<file path="src/hw/rtl/cbd_pkg.sv">
`timescale 1ns / 1ps
// ---------------------------------------------------------------------------
// cbd_pkg
// Shared widths, types, constant tables and coefficients of the 2x2 block
// decoder.
// ---------------------------------------------------------------------------
package cbd_pkg;

    // configuration port
    localparam int ADDR_W     = 5;     // four 64-bit registers at 8*i
    localparam int DATA_W     = 64;
    localparam int REG_LSB    = 3;     // byte offset bits inside one register
    localparam int NUM_REGS   = 4;

    // arithmetic widths
    localparam int Q16_W      = 17;    // Q16 coefficients and chroma
    localparam int Y_W        = 19;    // luma sample, Q16
    localparam int TERM_W     = 35;    // coefficient times chroma, Q32
    localparam int SUM_W      = 38;    // channel sum, Q32
    localparam int V_W        = 46;    // channel sum times 255
    localparam int CH_W       = 8;

    localparam int QDEPTH     = 4;
    localparam int QPTR_W     = 2;
    localparam int QCNT_W     = 3;

    localparam int PIX_W      = 2;
    localparam logic [PIX_W-1:0] PIX_LAST = 2'd3;

    // YPbPr to RGB matrix in Q16
    localparam logic signed [17:0] COEF_R_PR = 18'sd91881;
    localparam logic signed [17:0] COEF_G_PB = 18'sd22553;
    localparam logic signed [17:0] COEF_G_PR = 18'sd46802;
    localparam logic signed [17:0] COEF_B_PB = 18'sd116130;

    typedef logic signed [Q16_W-1:0] t_q16;
    typedef t_q16 t_q16_tab [64];

    // 16 chroma entries, Q1.15; entry 4w+k sits in bits 16k+15..16k of word w
    typedef logic [15:0][15:0]       t_chroma_tab;
    typedef logic [NUM_REGS-1:0][DATA_W-1:0] t_chroma_regs;

    // one decoded block, as it waits in the queue
    typedef struct packed {
        logic [3:0][Y_W-1:0]        y;    // luma in output order
        logic signed [TERM_W-1:0]   cr;   // 1.402 * Pr
        logic signed [TERM_W-1:0]   cgb;  // 0.344136 * Pb
        logic signed [TERM_W-1:0]   cgr;  // 0.714136 * Pr
        logic signed [TERM_W-1:0]   cb;   // 1.772 * Pb
    } t_item;

    typedef struct packed {
        logic f1_valid;
        logic f2_valid;
    } t_front_status;

    typedef struct packed {
        logic  valid;
        t_item item;
    } t_queue_head;

    // a / 511 in Q16, rounded
    function automatic t_q16_tab build_qa_tab();
        t_q16_tab tab;
        for (int i = 0; i < 64; i++) begin
            tab[i] = Q16_W'((i * 65536 + 255) / 511);
        end
        return tab;
    endfunction

    // signed 6-bit code / 50 in Q16, rounded half away from zero
    function automatic t_q16_tab build_ac_tab();
        t_q16_tab tab;
        int m;
        int v;
        for (int i = 0; i < 64; i++) begin
            m = (i >= 32) ? 64 - i : i;
            v = (m * 65536 + 25) / 50;
            tab[i] = (i >= 32) ? Q16_W'(-v) : Q16_W'(v);
        end
        return tab;
    endfunction

    localparam t_q16_tab QA_TAB = build_qa_tab();
    localparam t_q16_tab AC_TAB = build_ac_tab();

endpackage

</file>
<file path="src/hw/rtl/cbd_front.sv">
`timescale 1ns / 1ps
// ---------------------------------------------------------------------------
// cbd_front
// Accepts a codeword, looks up the DC/AC and chroma values, forms the four
// luma samples and the chroma products, and pushes one queue entry.
// ---------------------------------------------------------------------------
module cbd_front (
    input  logic                   i_clk,
    input  logic                   i_rst_n,
    input  logic                   i_accept,
    input  logic [31:0]            i_code_word,
    input  cbd_pkg::t_chroma_tab   i_chroma,
    output cbd_pkg::t_front_status o_status,
    output logic                   o_push,
    output cbd_pkg::t_item         o_item
);

    // stage 1: table lookups
    logic                r_f1_valid;
    cbd_pkg::t_q16       r_qa, r_qb, r_qc, r_qd, r_pb, r_pr;
    // stage 2: luma butterfly and chroma products
    logic                r_f2_valid;
    cbd_pkg::t_item      r_item;

    logic [15:0]         pb_raw, pr_raw;
    logic signed [cbd_pkg::Y_W-1:0]    y00, y01, y10, y11;
    logic signed [cbd_pkg::TERM_W-1:0] prod_r, prod_gb, prod_gr, prod_b;

    assign pb_raw = i_chroma[i_code_word[7:4]];
    assign pr_raw = i_chroma[i_code_word[3:0]];

    always_ff @(posedge i_clk) begin
        if (!i_rst_n) begin
            r_f1_valid <= 1'b0;
            r_f2_valid <= 1'b0;
        end else begin
            r_f1_valid <= i_accept;
            r_f2_valid <= r_f1_valid;
        end
    end

    always_ff @(posedge i_clk) begin
        if (i_accept) begin
            r_qa <= cbd_pkg::QA_TAB[i_code_word[31:26]];
            r_qb <= cbd_pkg::AC_TAB[i_code_word[25:20]];
            r_qc <= cbd_pkg::AC_TAB[i_code_word[19:14]];
            r_qd <= cbd_pkg::AC_TAB[i_code_word[13:8]];
            // Q15 to Q16 by doubling
            r_pb <= $signed({pb_raw, 1'b0});
            r_pr <= $signed({pr_raw, 1'b0});
        end
    end

    assign y00 = cbd_pkg::Y_W'(r_qa) - cbd_pkg::Y_W'(r_qb) - cbd_pkg::Y_W'(r_qc)
               + cbd_pkg::Y_W'(r_qd);
    assign y01 = cbd_pkg::Y_W'(r_qa) - cbd_pkg::Y_W'(r_qb) + cbd_pkg::Y_W'(r_qc)
               - cbd_pkg::Y_W'(r_qd);
    assign y10 = cbd_pkg::Y_W'(r_qa) + cbd_pkg::Y_W'(r_qb) - cbd_pkg::Y_W'(r_qc)
               - cbd_pkg::Y_W'(r_qd);
    assign y11 = cbd_pkg::Y_W'(r_qa) + cbd_pkg::Y_W'(r_qb) + cbd_pkg::Y_W'(r_qc)
               + cbd_pkg::Y_W'(r_qd);

    assign prod_r  = cbd_pkg::COEF_R_PR * r_pr;
    assign prod_gb = cbd_pkg::COEF_G_PB * r_pb;
    assign prod_gr = cbd_pkg::COEF_G_PR * r_pr;
    assign prod_b  = cbd_pkg::COEF_B_PB * r_pb;

    always_ff @(posedge i_clk) begin
        if (r_f1_valid) begin
            r_item.y   <= {y11, y10, y01, y00};
            r_item.cr  <= prod_r;
            r_item.cgb <= prod_gb;
            r_item.cgr <= prod_gr;
            r_item.cb  <= prod_b;
        end
    end

    assign o_status.f1_valid = r_f1_valid;
    assign o_status.f2_valid = r_f2_valid;
    assign o_push            = r_f2_valid;
    assign o_item            = r_item;

endmodule

</file>
<file path="src/hw/rtl/cbd_queue.sv">
`timescale 1ns / 1ps
// ---------------------------------------------------------------------------
// cbd_queue
// Short FIFO of decoded blocks between front and back.
// ---------------------------------------------------------------------------
module cbd_queue (
    input  logic                        i_clk,
    input  logic                        i_rst_n,
    input  logic                        i_push,
    input  cbd_pkg::t_item              i_item,
    input  logic                        i_pop,
    output cbd_pkg::t_queue_head        o_head,
    output logic [cbd_pkg::QCNT_W-1:0]  o_count
);

    cbd_pkg::t_item                r_mem [cbd_pkg::QDEPTH];
    logic [cbd_pkg::QPTR_W-1:0]    r_wptr, r_rptr;
    logic [cbd_pkg::QCNT_W-1:0]    r_cnt;
    logic                          pop_ok;

    assign pop_ok = i_pop && (r_cnt != '0);

    always_ff @(posedge i_clk) begin
        if (!i_rst_n) begin
            r_wptr <= '0;
            r_rptr <= '0;
            r_cnt  <= '0;
        end else begin
            if (i_push) begin
                r_wptr <= r_wptr + 1'b1;
            end
            if (pop_ok) begin
                r_rptr <= r_rptr + 1'b1;
            end
            r_cnt <= r_cnt + cbd_pkg::QCNT_W'(i_push) - cbd_pkg::QCNT_W'(pop_ok);
        end
    end

    always_ff @(posedge i_clk) begin
        if (i_push) begin
            r_mem[r_wptr] <= i_item;
        end
    end

    assign o_head.valid = (r_cnt != '0);
    assign o_head.item  = r_mem[r_rptr];
    assign o_count      = r_cnt;

endmodule

</file>
<file path="src/hw/rtl/cbd_back.sv">
`timescale 1ns / 1ps
// ---------------------------------------------------------------------------
// cbd_back
// Drains the queue head one pixel a cycle: channel sums, scale by 255,
// round and clamp, registered result strobe.
// ---------------------------------------------------------------------------
module cbd_back (
    input  logic                      i_clk,
    input  logic                      i_rst_n,
    input  cbd_pkg::t_queue_head      i_head,
    output logic                      o_pop,
    output logic                      o_strobe,
    output logic [cbd_pkg::CH_W-1:0]  o_red,
    output logic [cbd_pkg::CH_W-1:0]  o_green,
    output logic [cbd_pkg::CH_W-1:0]  o_blue,
    output logic                      o_column_offset,
    output logic                      o_row_offset,
    output logic                      o_last_pixel
);

    localparam int QW = cbd_pkg::V_W - 32;

    // rounds a Q32 value half up (positive only) and clamps to 0..255
    function automatic logic [cbd_pkg::CH_W-1:0] to_channel(
        input logic signed [cbd_pkg::V_W-1:0] v
    );
        logic [cbd_pkg::V_W-1:0] rnd;
        logic [QW-1:0]           q;
        rnd = cbd_pkg::V_W'(v) + (cbd_pkg::V_W'(1) << 31);
        q   = rnd[cbd_pkg::V_W-1:32];
        if (v[cbd_pkg::V_W-1] || (v == '0)) begin
            return '0;
        end else if (|q[QW-1:cbd_pkg::CH_W]) begin
            return '1;
        end
        return q[cbd_pkg::CH_W-1:0];
    endfunction

    logic [cbd_pkg::PIX_W-1:0]          r_pix;
    logic signed [cbd_pkg::Y_W-1:0]     ysel;
    logic signed [cbd_pkg::TERM_W-1:0]  yq;
    logic signed [cbd_pkg::SUM_W-1:0]   sum_r, sum_g, sum_b;

    // stage 1: sums
    logic                               r_b1_valid;
    logic signed [cbd_pkg::SUM_W-1:0]   r_sr, r_sg, r_sb;
    logic [cbd_pkg::PIX_W-1:0]          r_b1_pix;
    // stage 2: times 255
    logic                               r_b2_valid;
    logic signed [cbd_pkg::V_W-1:0]     r_vr, r_vg, r_vb;
    logic [cbd_pkg::PIX_W-1:0]          r_b2_pix;
    logic signed [cbd_pkg::V_W-1:0]     xr, xg, xb;

    assign o_pop = i_head.valid && (r_pix == cbd_pkg::PIX_LAST);

    always_ff @(posedge i_clk) begin
        if (!i_rst_n) begin
            r_pix <= '0;
        end else if (i_head.valid) begin
            r_pix <= r_pix + 1'b1;
        end
    end

    assign ysel  = $signed(i_head.item.y[r_pix]);
    assign yq    = $signed({ysel, 16'd0});
    assign sum_r = cbd_pkg::SUM_W'(yq) + cbd_pkg::SUM_W'(i_head.item.cr);
    assign sum_g = cbd_pkg::SUM_W'(yq) - cbd_pkg::SUM_W'(i_head.item.cgb)
                 - cbd_pkg::SUM_W'(i_head.item.cgr);
    assign sum_b = cbd_pkg::SUM_W'(yq) + cbd_pkg::SUM_W'(i_head.item.cb);

    assign xr = cbd_pkg::V_W'(r_sr);
    assign xg = cbd_pkg::V_W'(r_sg);
    assign xb = cbd_pkg::V_W'(r_sb);

    always_ff @(posedge i_clk) begin
        if (!i_rst_n) begin
            r_b1_valid <= 1'b0;
            r_b2_valid <= 1'b0;
            o_strobe   <= 1'b0;
        end else begin
            r_b1_valid <= i_head.valid;
            r_b2_valid <= r_b1_valid;
            o_strobe   <= r_b2_valid;
        end
    end

    always_ff @(posedge i_clk) begin
        r_sr     <= sum_r;
        r_sg     <= sum_g;
        r_sb     <= sum_b;
        r_b1_pix <= r_pix;
        r_vr     <= (xr <<< 8) - xr;
        r_vg     <= (xg <<< 8) - xg;
        r_vb     <= (xb <<< 8) - xb;
        r_b2_pix <= r_b1_pix;
        o_red           <= to_channel(r_vr);
        o_green         <= to_channel(r_vg);
        o_blue          <= to_channel(r_vb);
        o_column_offset <= r_b2_pix[1];
        o_row_offset    <= r_b2_pix[0];
        o_last_pixel    <= (r_b2_pix == cbd_pkg::PIX_LAST);
    end

endmodule

</file>
<file path="src/hw/rtl/codeword_to_rgb_block_decoder_unit.sv">
`timescale 1ns / 1ps
// ---------------------------------------------------------------------------
// codeword_to_rgb_block_decoder_unit
// Decodes one 32-bit codeword (DC/AC luma terms plus two chroma indices)
// into the four RGB pixels of a 2x2 block.
// ---------------------------------------------------------------------------
//
//  channel   | signals                                   | transaction
//  ----------+-------------------------------------------+--------------------
//  command   | start, busy, i_code_word                  | start && !busy
//  pixel out | o_strobe, o_red/green/blue, o_*_offset,   | every o_strobe cycle
//            | o_last_pixel                              |
//  config    | psel, penable, pwrite, paddr, pwdata,     | psel && penable &&
//            | prdata, pready                            | pwrite (pready = 1)
//
//  Four pixels per codeword, one per cycle, ordered (col0,row0), (col0,row1),
//  (col1,row0), (col1,row1); the back end's one-pixel-per-cycle drain sets
//  the sustained codeword rate.
//  Path from an accepted codeword to the o_strobe of its first pixel: 2 front
//  stages, queue write, 3 back stages.
//  busy rises when the 4-entry queue plus the front stages in flight would
//  overflow; codewords may arrive back to back until then.
//  Synchronous active-low reset clears the chroma table to zero and empties
//  the pipeline. The pixel receiver cannot stall.
// ---------------------------------------------------------------------------
module codeword_to_rgb_block_decoder_unit (
    input  logic                         i_clk,
    input  logic                         i_rst_n,
    // command
    input  logic                         start,
    output logic                         busy,
    input  logic [31:0]                  i_code_word,
    // pixel results
    output logic                         o_strobe,
    output logic [cbd_pkg::CH_W-1:0]     o_red,
    output logic [cbd_pkg::CH_W-1:0]     o_green,
    output logic [cbd_pkg::CH_W-1:0]     o_blue,
    output logic                         o_column_offset,
    output logic                         o_row_offset,
    output logic                         o_last_pixel,
    // configuration
    input  logic                         psel,
    input  logic                         penable,
    input  logic                         pwrite,
    input  logic [cbd_pkg::ADDR_W-1:0]   paddr,
    input  logic [cbd_pkg::DATA_W-1:0]   pwdata,
    output logic [cbd_pkg::DATA_W-1:0]   prdata,
    output logic                         pready
);

    // Chroma table: register w holds entries 4w..4w+3
    cbd_pkg::t_chroma_regs          r_chroma;
    cbd_pkg::t_chroma_tab           chroma_tab;
    logic [cbd_pkg::ADDR_W-cbd_pkg::REG_LSB-1:0] reg_idx;

    logic                           accept;
    cbd_pkg::t_front_status         front_status;
    logic                           push;
    cbd_pkg::t_item                 push_item;
    logic                           pop;
    cbd_pkg::t_queue_head           head;
    logic [cbd_pkg::QCNT_W-1:0]     q_count;
    logic [cbd_pkg::QCNT_W-1:0]     in_flight;

    // ---- APB register file ----
    assign reg_idx = paddr[cbd_pkg::ADDR_W-1:cbd_pkg::REG_LSB];
    assign pready  = 1'b1;
    assign prdata  = r_chroma[reg_idx];

    always_ff @(posedge i_clk) begin
        if (!i_rst_n) begin
            r_chroma <= '0;
        end else if (psel && penable && pwrite && pready) begin
            r_chroma[reg_idx] <= pwdata;
        end
    end

    // same bits, viewed as 16 entries of 16 bits
    assign chroma_tab = r_chroma;

    // ---- flow control ----
    // Count every block that will land in the queue, including those still
    // in the two front stages, so a push never finds the queue full.
    assign in_flight = q_count
                     + cbd_pkg::QCNT_W'(front_status.f1_valid)
                     + cbd_pkg::QCNT_W'(front_status.f2_valid);
    assign busy      = (in_flight >= cbd_pkg::QCNT_W'(cbd_pkg::QDEPTH));
    assign accept    = start && !busy;

    cbd_front u_front (
        .i_clk       (i_clk),
        .i_rst_n     (i_rst_n),
        .i_accept    (accept),
        .i_code_word (i_code_word),
        .i_chroma    (chroma_tab),
        .o_status    (front_status),
        .o_push      (push),
        .o_item      (push_item)
    );

    cbd_queue u_queue (
        .i_clk   (i_clk),
        .i_rst_n (i_rst_n),
        .i_push  (push),
        .i_item  (push_item),
        .i_pop   (pop),
        .o_head  (head),
        .o_count (q_count)
    );

    cbd_back u_back (
        .i_clk           (i_clk),
        .i_rst_n         (i_rst_n),
        .i_head          (head),
        .o_pop           (pop),
        .o_strobe        (o_strobe),
        .o_red           (o_red),
        .o_green         (o_green),
        .o_blue          (o_blue),
        .o_column_offset (o_column_offset),
        .o_row_offset    (o_row_offset),
        .o_last_pixel    (o_last_pixel)
    );

endmodule

</file>
<file path="config.mk">
export PLATFORM = sky130hd
export DESIGN_NAME = codeword_to_rgb_block_decoder_unit
export DESIGN_NICKNAME = d
export VERILOG_FILES = /design/src/hw/rtl/cbd_pkg.sv /design/src/hw/rtl/cbd_front.sv /design/src/hw/rtl/cbd_queue.sv /design/src/hw/rtl/cbd_back.sv /design/src/hw/rtl/codeword_to_rgb_block_decoder_unit.sv
export SDC_FILE = /design/constraint.sdc
export NUM_CORES = 2
export LEC_CHECK = 0
export ABC_CLOCK_PERIOD_IN_PS = 12640
export BUFFER_PORTS_ARGS = -buffer_cell sky130_fd_sc_hd__buf_2
export CORE_MARGIN = 10
export CORE_UTILIZATION = 25
export DETAILED_ROUTE_END_ITERATION = 10
export MAX_ROUTING_LAYER = met4
export SLEW_MARGIN = 40
export SYNTH_ARGS = -nofsm -noshare
export SYNTH_HDL_FRONTEND = slang
export SYNTH_HIERARCHICAL = 1
export SYNTH_SLANG_ARGS = --single-unit
export TNS_END_PERCENT = 1
</file>
<file path="constraint.sdc">
create_clock -name i_clk -period 12.64 [get_ports i_clk]
set_input_delay 0.632 -clock i_clk [delete_from_list [all_inputs] [get_ports i_clk]]
set_output_delay 0.632 -clock i_clk [all_outputs]
set_load 0.005 [all_outputs]
</file>
==> After elaboration in Yosys (flattened, before gate mapping) <==
Memory sizes are Yosys's and may differ from the RTL's. A register that Yosys moved wholly into a read port is not among the register bits.
Index checks and enable logic that the tools add are counted.
{ "totals": {"register_bits": 795, "latch_bits": 0, "mem_bits_rw": 856, "romBits": 4352, "input_bits": 107, "out_inout_bits": 94, "word_cells": 132, "memories": 5} }
{ "classes": {"addsub": 27, "mul": 4, "div": 0, "order_cmp": 6, "eq_ne": 2, "n_shift": 0, "muxes": 30, "bitwise_logic": 4, "n_reduce_logical": 17} }
{ "mem_list": {"columns": ["memory", "words", "width", "read_ports", "rd_ports_with_merged_regs", "wr", "line", "text"], "rows": [
  ["(name not given)", 64, 17, 1, 1, 0, "cbd_front.sv:44", "r_qa <= cbd_pkg::QA_TAB[i_code_word[31:26]];"],
  ["(name not given)", 64, 17, 1, 1, 0, "cbd_front.sv:45", "r_qb <= cbd_pkg::AC_TAB[i_code_word[25:20]];"],
  ["(name not given)", 64, 17, 1, 1, 0, "cbd_front.sv:46", "r_qc <= cbd_pkg::AC_TAB[i_code_word[19:14]];"],
  ["(name not given)", 64, 17, 1, 1, 0, "cbd_front.sv:47", "r_qd <= cbd_pkg::AC_TAB[i_code_word[13:8]];"],
  ["u_queue.r_mem", 4, 214, 1, 1, 1, "cbd_queue.sv:16", "cbd_pkg::t_item r_mem [cbd_pkg::QDEPTH];"]
]} }
{ "op_table": {"columns": ["op", "count"], "rows": [
  ["bitwise mux 256 bit", 1],
  ["adder 46 x 33 -> 46 bit, second input constant", 3],
  ["zero test 46 bit", 3],
  ["binary-select mux 16 bit (select 4 bit)", 2],
  ["binary-select mux 64 bit (select 2 bit)", 1],
  ["demux 64 bit (select 2 bit)", 1],
  ["two-way mux 64 bit", 2],
  ["subtractor 44 x 36 -> 45 bit", 2],
  ["adder 35 x 35 -> 36 bit", 2],
  ["two-way mux 8 bit", 9],
  ["multiplier 16 x 16 -> 32 bit, first input constant", 2],
  ["subtractor 46 x 38 -> 46 bit", 1],
  ["adder 18 x 17 -> 19 bit", 2],
  ["adder 19 x 17 -> 19 bit", 2],
  ["binary-select mux 19 bit (select 2 bit)", 1],
  ["subtractor 18 x 17 -> 19 bit", 2],
  ["subtractor 19 x 17 -> 19 bit", 2],
  ["subtractor 36 x 35 -> 37 bit", 1],
  ["subtractor 35 x 35 -> 36 bit", 1],
  ["multiplier 18 x 16 -> 34 bit, first input constant", 1],
  ["multiplier 17 x 16 -> 33 bit, first input constant", 1],
  ["two-way mux 16 bit", 2],
  ["inverter 6 -> 7 bit", 4],
  ["two-way mux 19 bit", 1],
  ["other kinds (17)", 41]
]} }

==> Logic depth before layout (Yosys ltp) <==
{ "depth": {"ltp_word": 5, "ltp_mapped": 22, "mapped_depth_nobuf": 21} }

==> Hierarchy <==
The synthesis kept the hierarchy.
{ "modules_own_cells": {"columns": ["module", "n_inst", "cells_per_inst", "area_per_inst_um2", "seq_area_each_um2"], "rows": [
  ["cbd_front", 1, 3754, 39430.3, 8778.4],
  ["cbd_queue", 1, 1172, 31616.6, 26125.1],
  ["cbd_back", 1, 2046, 17862.1, 5625.4],
  ["codeword_to_rgb_block_decoder_unit", 1, 989, 10847.9, 5124.9]
]} }

==> Worst setup path after synthesis <==
No wires, ideal clock.
{ "synth_timing": {"kind": "register -> register", "from": "reg u_front.r_f1_valid", "to": "reg u_front.r_pb[10], enable pin", "setup_ps": 465, "arrival_ps": 7645, "required_ps": 12175, "path_slack_ps": 4531, "stages_incl_launch_ff": 5, "path_buffers": 1, "period_less_slack_ps": 8109, "path_cell_list": "dfxtp_1 -> buf_4 -> a21o_1 -> a21oi_1 -> and3b_1"} }
{ "synth_between": {"elab_chain_cells": 5} }
{ "synth_rtl": {"columns": ["element", "line", "text"], "rows": [
  ["start, declared", "cbd_front.sv:19", "logic r_f1_valid;"],
  ["start signal, assigned", "cbd_front.sv:37", "r_f1_valid <= i_accept;"],
  ["adder 3 x 1 -> 3 bit", "codeword_to_rgb_block_decoder_unit.sv:85", "+ cbd_pkg::QCNT_W'(front_status.f1_valid)"],
  ["adder 3 x 1 -> 3 bit", "codeword_to_rgb_block_decoder_unit.sv:86", "+ cbd_pkg::QCNT_W'(front_status.f2_valid);"],
  [">= comparator 3 bit", "codeword_to_rgb_block_decoder_unit.sv:87", "assign busy = (in_flight >= cbd_pkg::QCNT_W'(cbd_pkg::QDEPTH));"],
  ["zero test 1 bit", "codeword_to_rgb_block_decoder_unit.sv:88", "assign accept = start && !busy;"],
  ["logical AND 1 bit", "codeword_to_rgb_block_decoder_unit.sv:88", null],
  ["net accept", "codeword_to_rgb_block_decoder_unit.sv:56", "logic accept;"],
  ["end signal, assigned", "cbd_front.sv:49", "r_pb <= $signed({pb_raw, 1'b0});"],
  ["end, declared", "cbd_front.sv:20", "cbd_pkg::t_q16 r_qa, r_qb, r_qc, r_qd, r_pb, r_pr;"]
]} }
The timed path passes the listed nets, and every way through them passes these cells.
A chain may end at the register's enable or synchronous reset.

==> Worst setup path after layout <==
{ "layout_timing": {"from": "reg u_front.r_pr[2]", "to": "reg u_front.r_item (netlist bit u_front/o_item[67]) (data pin)"} }
{ "layout_between": {"elab_chain_cells": 1} }
{ "layout_rtl": {"columns": ["element", "line", "text"], "rows": [
  ["start, declared", "cbd_front.sv:20", null],
  ["start signal, assigned", "cbd_front.sv:50", "r_pr <= $signed({pr_raw, 1'b0});"],
  ["multiplier 16 x 16 -> 32 bit", "cbd_front.sv:65", "assign prod_gr = cbd_pkg::COEF_G_PR * r_pr;"],
  ["net u_front.prod_gr (one bit)", "cbd_front.sv:27", "logic signed [cbd_pkg::TERM_W-1:0] prod_r, prod_gb, prod_gr, prod_b;"],
  ["end, declared", "cbd_front.sv:23", "cbd_pkg::t_item r_item;"]
]} }
The timed path passes the listed nets, and every way through them passes these cells.

==> impl_metrics.toml <==
[drt]
wire_per_inst_um = 18.3
ant_nets = 0
first_pass_iters = 6
drt-vias-per-instance = 4.58
drc = 0
dr_total_vias = 61700
routed_wirelength_mm = 246
drtIter0Drc = 4170

[cells_and_area]
layout.cells.non_filler = 13500
post_route_cells_drive_above_1_share_pct = 12.8
finalNetCount = 9369
syn_to_final_growth_pct = 12.9

[setup_path]
ff2ff_setup_slack_ns = 6.17
arrival_ns = 7.00
reg2reg_depth = 17
worstReg2RegEnd = "u_front/o_item[67]"
crit_chain = "ha_1 -> inv_1 -> fa_1 -> fa_1 -> inv_1 -> fa_1 -> fa_1 -> fa_1 -> ha_1 -> o21ai_1 -> or2_1 -> o311ai_1 -> a21oi_2 -> nor2b_1 -> a221oi_2 -> o21bai_1 -> xor2_1"
worstSetupEndpointType = "flop"
timing.critical_path.buf_inv = 2
worst_path_max_delay_cell = "edfxtp_1"
path_common_cell = "fa_1"
start_kind = "flop"
r2r_start = "u_front/r_pr[2]"
worstSetupPathType = "reg2reg"
crit_path_max_fanout = 6
critPathLaunch = "u_front/r_pr[2]"
max_stage_delay_ns = 0.65
cp.required_ns = 13.17
crit_family = "adder cells"

[logic_synthesis]
synthAdderAreaFrac_pct = 17.6
ys_types = 108
synth_top_family_by_area = "adder cells"
syn_area_per_cell_um2 = 12.5
ys.flop_type = "edfxtp_1"
ys_ff_latch = 1703
synth_area_um2 = 99800
synth-seq-area-share_pct = 45.8
synth_edf_count = 1155
synthSimpleGateAreaFrac_pct = 6.46
synthMuxAreaShare_pct = 13.2
ys_warn_count = 6
async_flop_share_pct = 0
netlist_instances = 7961
synth_xor_area_share_pct = 3.48
synth_compound_area_share_pct = 8.58

[clocking]
post_cts_buffers = 0
root_buffer = "clkbuf_16"
clock-sinks = 1703
clockBufferDepth = 4
htreeDepth = 4
cts_tree = "built"
path_clk_slew_ns = 0.06
clk_latency_ns = 0.87
post_cts_resized = 0
holdBufCountCts = 6
numCtsBuffers = 186

[power_and_ir_drop]
power_density_nw_per_um2 = 195
vdd.ir_drop.worst_v = 0.000169
leakage_uw = 0.0445

[global_routing]
grt_max_degree = 130
grt_pass1_vias = 62600
grt_usage_pct = 11.7
grt.overflow.total = 0
antenna_found_initial = 22
grt_pass1_wl_mm = 383

[placed_design]
dp.cells = 13100
gp_congestion = 0.856
portBuffers = 196
dpl.hpwl_mm = 181

[run_status]
outcome = "finished, final reports clean"

[floorplanning]
die_w_um = 652
pin_count = 201
fp.dieH_um = 652
die-area_um2 = 425000
rows = 231
start_util_pct = 25.2
coreArea_um2 = 397000

[timing]
tightest_slew_ns = 0.899
maxSlewViolCount = 0
finalHoldViolations = 0
min_period_ns = 6.47
max_slew_margin_pct = 40.1
rsz0062_at_grt = "no"
fin_setup_tns_ns = 0
setup_viol = 0
fmax_mhz = 154
min_period_over_period_pct = 51.2
skew_ns = 0.0776

[worst_hold_path]
min_to = "chroma_tab[236]"
hp-start = "pwdata[44]"
hold_path_class = "in2reg"
hold_depth = 3

[job]
cap_violations = 0
-- state kept, by name, indices dropped and copies added, names as in the netlist, 17 cells and up, named ones only --
name / count
u_back/r_sg: 37
u_front/r_qc: 17
u_queue/r_mem: 864
u_back/r_sb: 36
u_back/r_vb: 45
u_front/r_qd: 17
u_back/r_vg: 46
u_back/r_vr: 45
u_back/r_sr: 36
u_front/r_qb: 17
u_front/o_item: 197
chroma_tab: 256
-- per-stage QoR --
stage	hold WS (ns)	setup slack, ns	util (%)	area [um2]	total power (uW)
after floorplan	0.310	4.53	-	99800	14100
after global placement	0.314	6.20	26.8	106000	16500
after detailed placement	0.312	6.21	26.8	106000	16600
after CTS	0.0390	6.19	28.4	113000	22200
after global routing	0.0987	5.89	28.4	113000	23500
final	0.123	6.17	28.4	113000	21900
-- report_power, final --
group	internal, uW	switching [uW]
clock network	3250	2240
registers	7160	553
logic	3560	5140
-- layer usage --
metal  global-route usage (%)  up-vias  wire length [um]
li1                         -    29200                 -
met5                        -        -                 0
met2                     19.1     1305            117000
met3                     1.45      312              9490
met1                     15.4    30900            114000
met4                     2.76        0              5700
-- tightest hold or removal path, stage by stage --
cell     delay [ns]
buf_2          0.08
nand2_1        0.09
mux2i_1        0.13
-- worst max path at each step --
stage	to	cells past startpoint
after floorplan	u_front/r_pb[10]	4
after global placement	u_front/o_item[67]	19
after detailed placement	u_front/o_item[136]	21
after CTS	u_front/o_item[137]	19
after global routing	u_front/o_item[137]	19
final	u_front/o_item[67]	17
-- placed cells by master, fill, tap and decap left out, types with 15 or more instances in the layout --
cell type	netlist	final
nor2_1	299	299
nor4_1	43	43
nand3_1	93	93
dfxtp_1	548	544
clkbuf_16	0	192
nand4_1	49	49
a31oi_1	60	60
and2_1	31	27
o21bai_1	38	38
a211oi_1	57	57
buf_6	23	15
inv_1	895	895
o22ai_1	20	20
clkbuf_1	170	27
and3_1	42	42
nand2b_1	46	46
o21ai_1	33	34
a21o_1	179	179
fa_1	384	384
ha_1	788	788
buf_2	62	189
buf_4	35	28
o21a_1	45	45
o31ai_1	28	28
nor2b_1	44	44
xnor2_1	255	255
clkinv_1	0	20
a21oi_1	449	449
clkinv_2	0	31
or3_1	17	16
mux2i_1	271	271
mux4_2	462	462
bufinv_16	0	20
nor3_1	68	67
o211ai_1	31	31
o21ai_0	220	219
edfxtp_1	1155	1155
xor2_1	139	139
nand2_1	601	601
-- cells by family after synthesis --
group | after synthesis
other cells | 2
simple gates | 1401
flops | 1703
buf+inv | 1211
fa+ha+maj | 1173
xor+xnor | 395
compound gates | 1342
mux | 734
-- area by class of cell --
class	count	area, um2
inverters	898	3370
fillers	40400	284000
clock inverters	104	1130
multi-input cells	5052	49200
diodes	3	7.51
well taps	5242	6560
repair buffers	249	1610
flip-flops and latches	1703	45700
clock buffers	229	5040
-- synth_stat cells (all sizes together) (9+ instances only) --
library cell / instances / share of area [%]
edfxtp: 1155 / 35
inv: 898 / 3.4
ha: 788 / 9.9
nand2: 601 / 2.3
dfxtp: 548 / 11
mux4: 462 / 10
a21oi: 452 / 2.3
fa: 384 / 7.7
nor2: 301 / 1.1
mux2i: 271 / 2.7
o21ai: 255 / 1.3
xnor2: 255 / 2.2
a21o: 179 / 1.3
clkbuf: 172 / 0.65
buf: 141 / 0.91
xor2: 139 / 1.2
nand3: 93 / 0.47
nor3: 68 / 0.34
a31oi: 60 / 0.38
a211oi: 58 / 0.44
nand4: 49 / 0.31
nand2b: 46 / 0.29
o21a: 45 / 0.34
nor2b: 44 / 0.28
nor4: 44 / 0.29
and3: 43 / 0.27
o21bai: 38 / 0.29
o211ai: 33 / 0.26
and2: 32 / 0.20
o31ai: 31 / 0.26
o22ai: 20 / 0.13
a221oi: 19 / 0.20
or2: 17 / 0.11
or3: 17 / 0.11
a2111oi: 16 / 0.17
a21boi: 16 / 0.12
o311ai: 12 / 0.11
a211o: 11 / 0.097
a31o: 10 / 0.088
o221ai: 10 / 0.094
a311oi: 9 / 0.079
No activity file was read; power rests on OpenSTA's default activity.
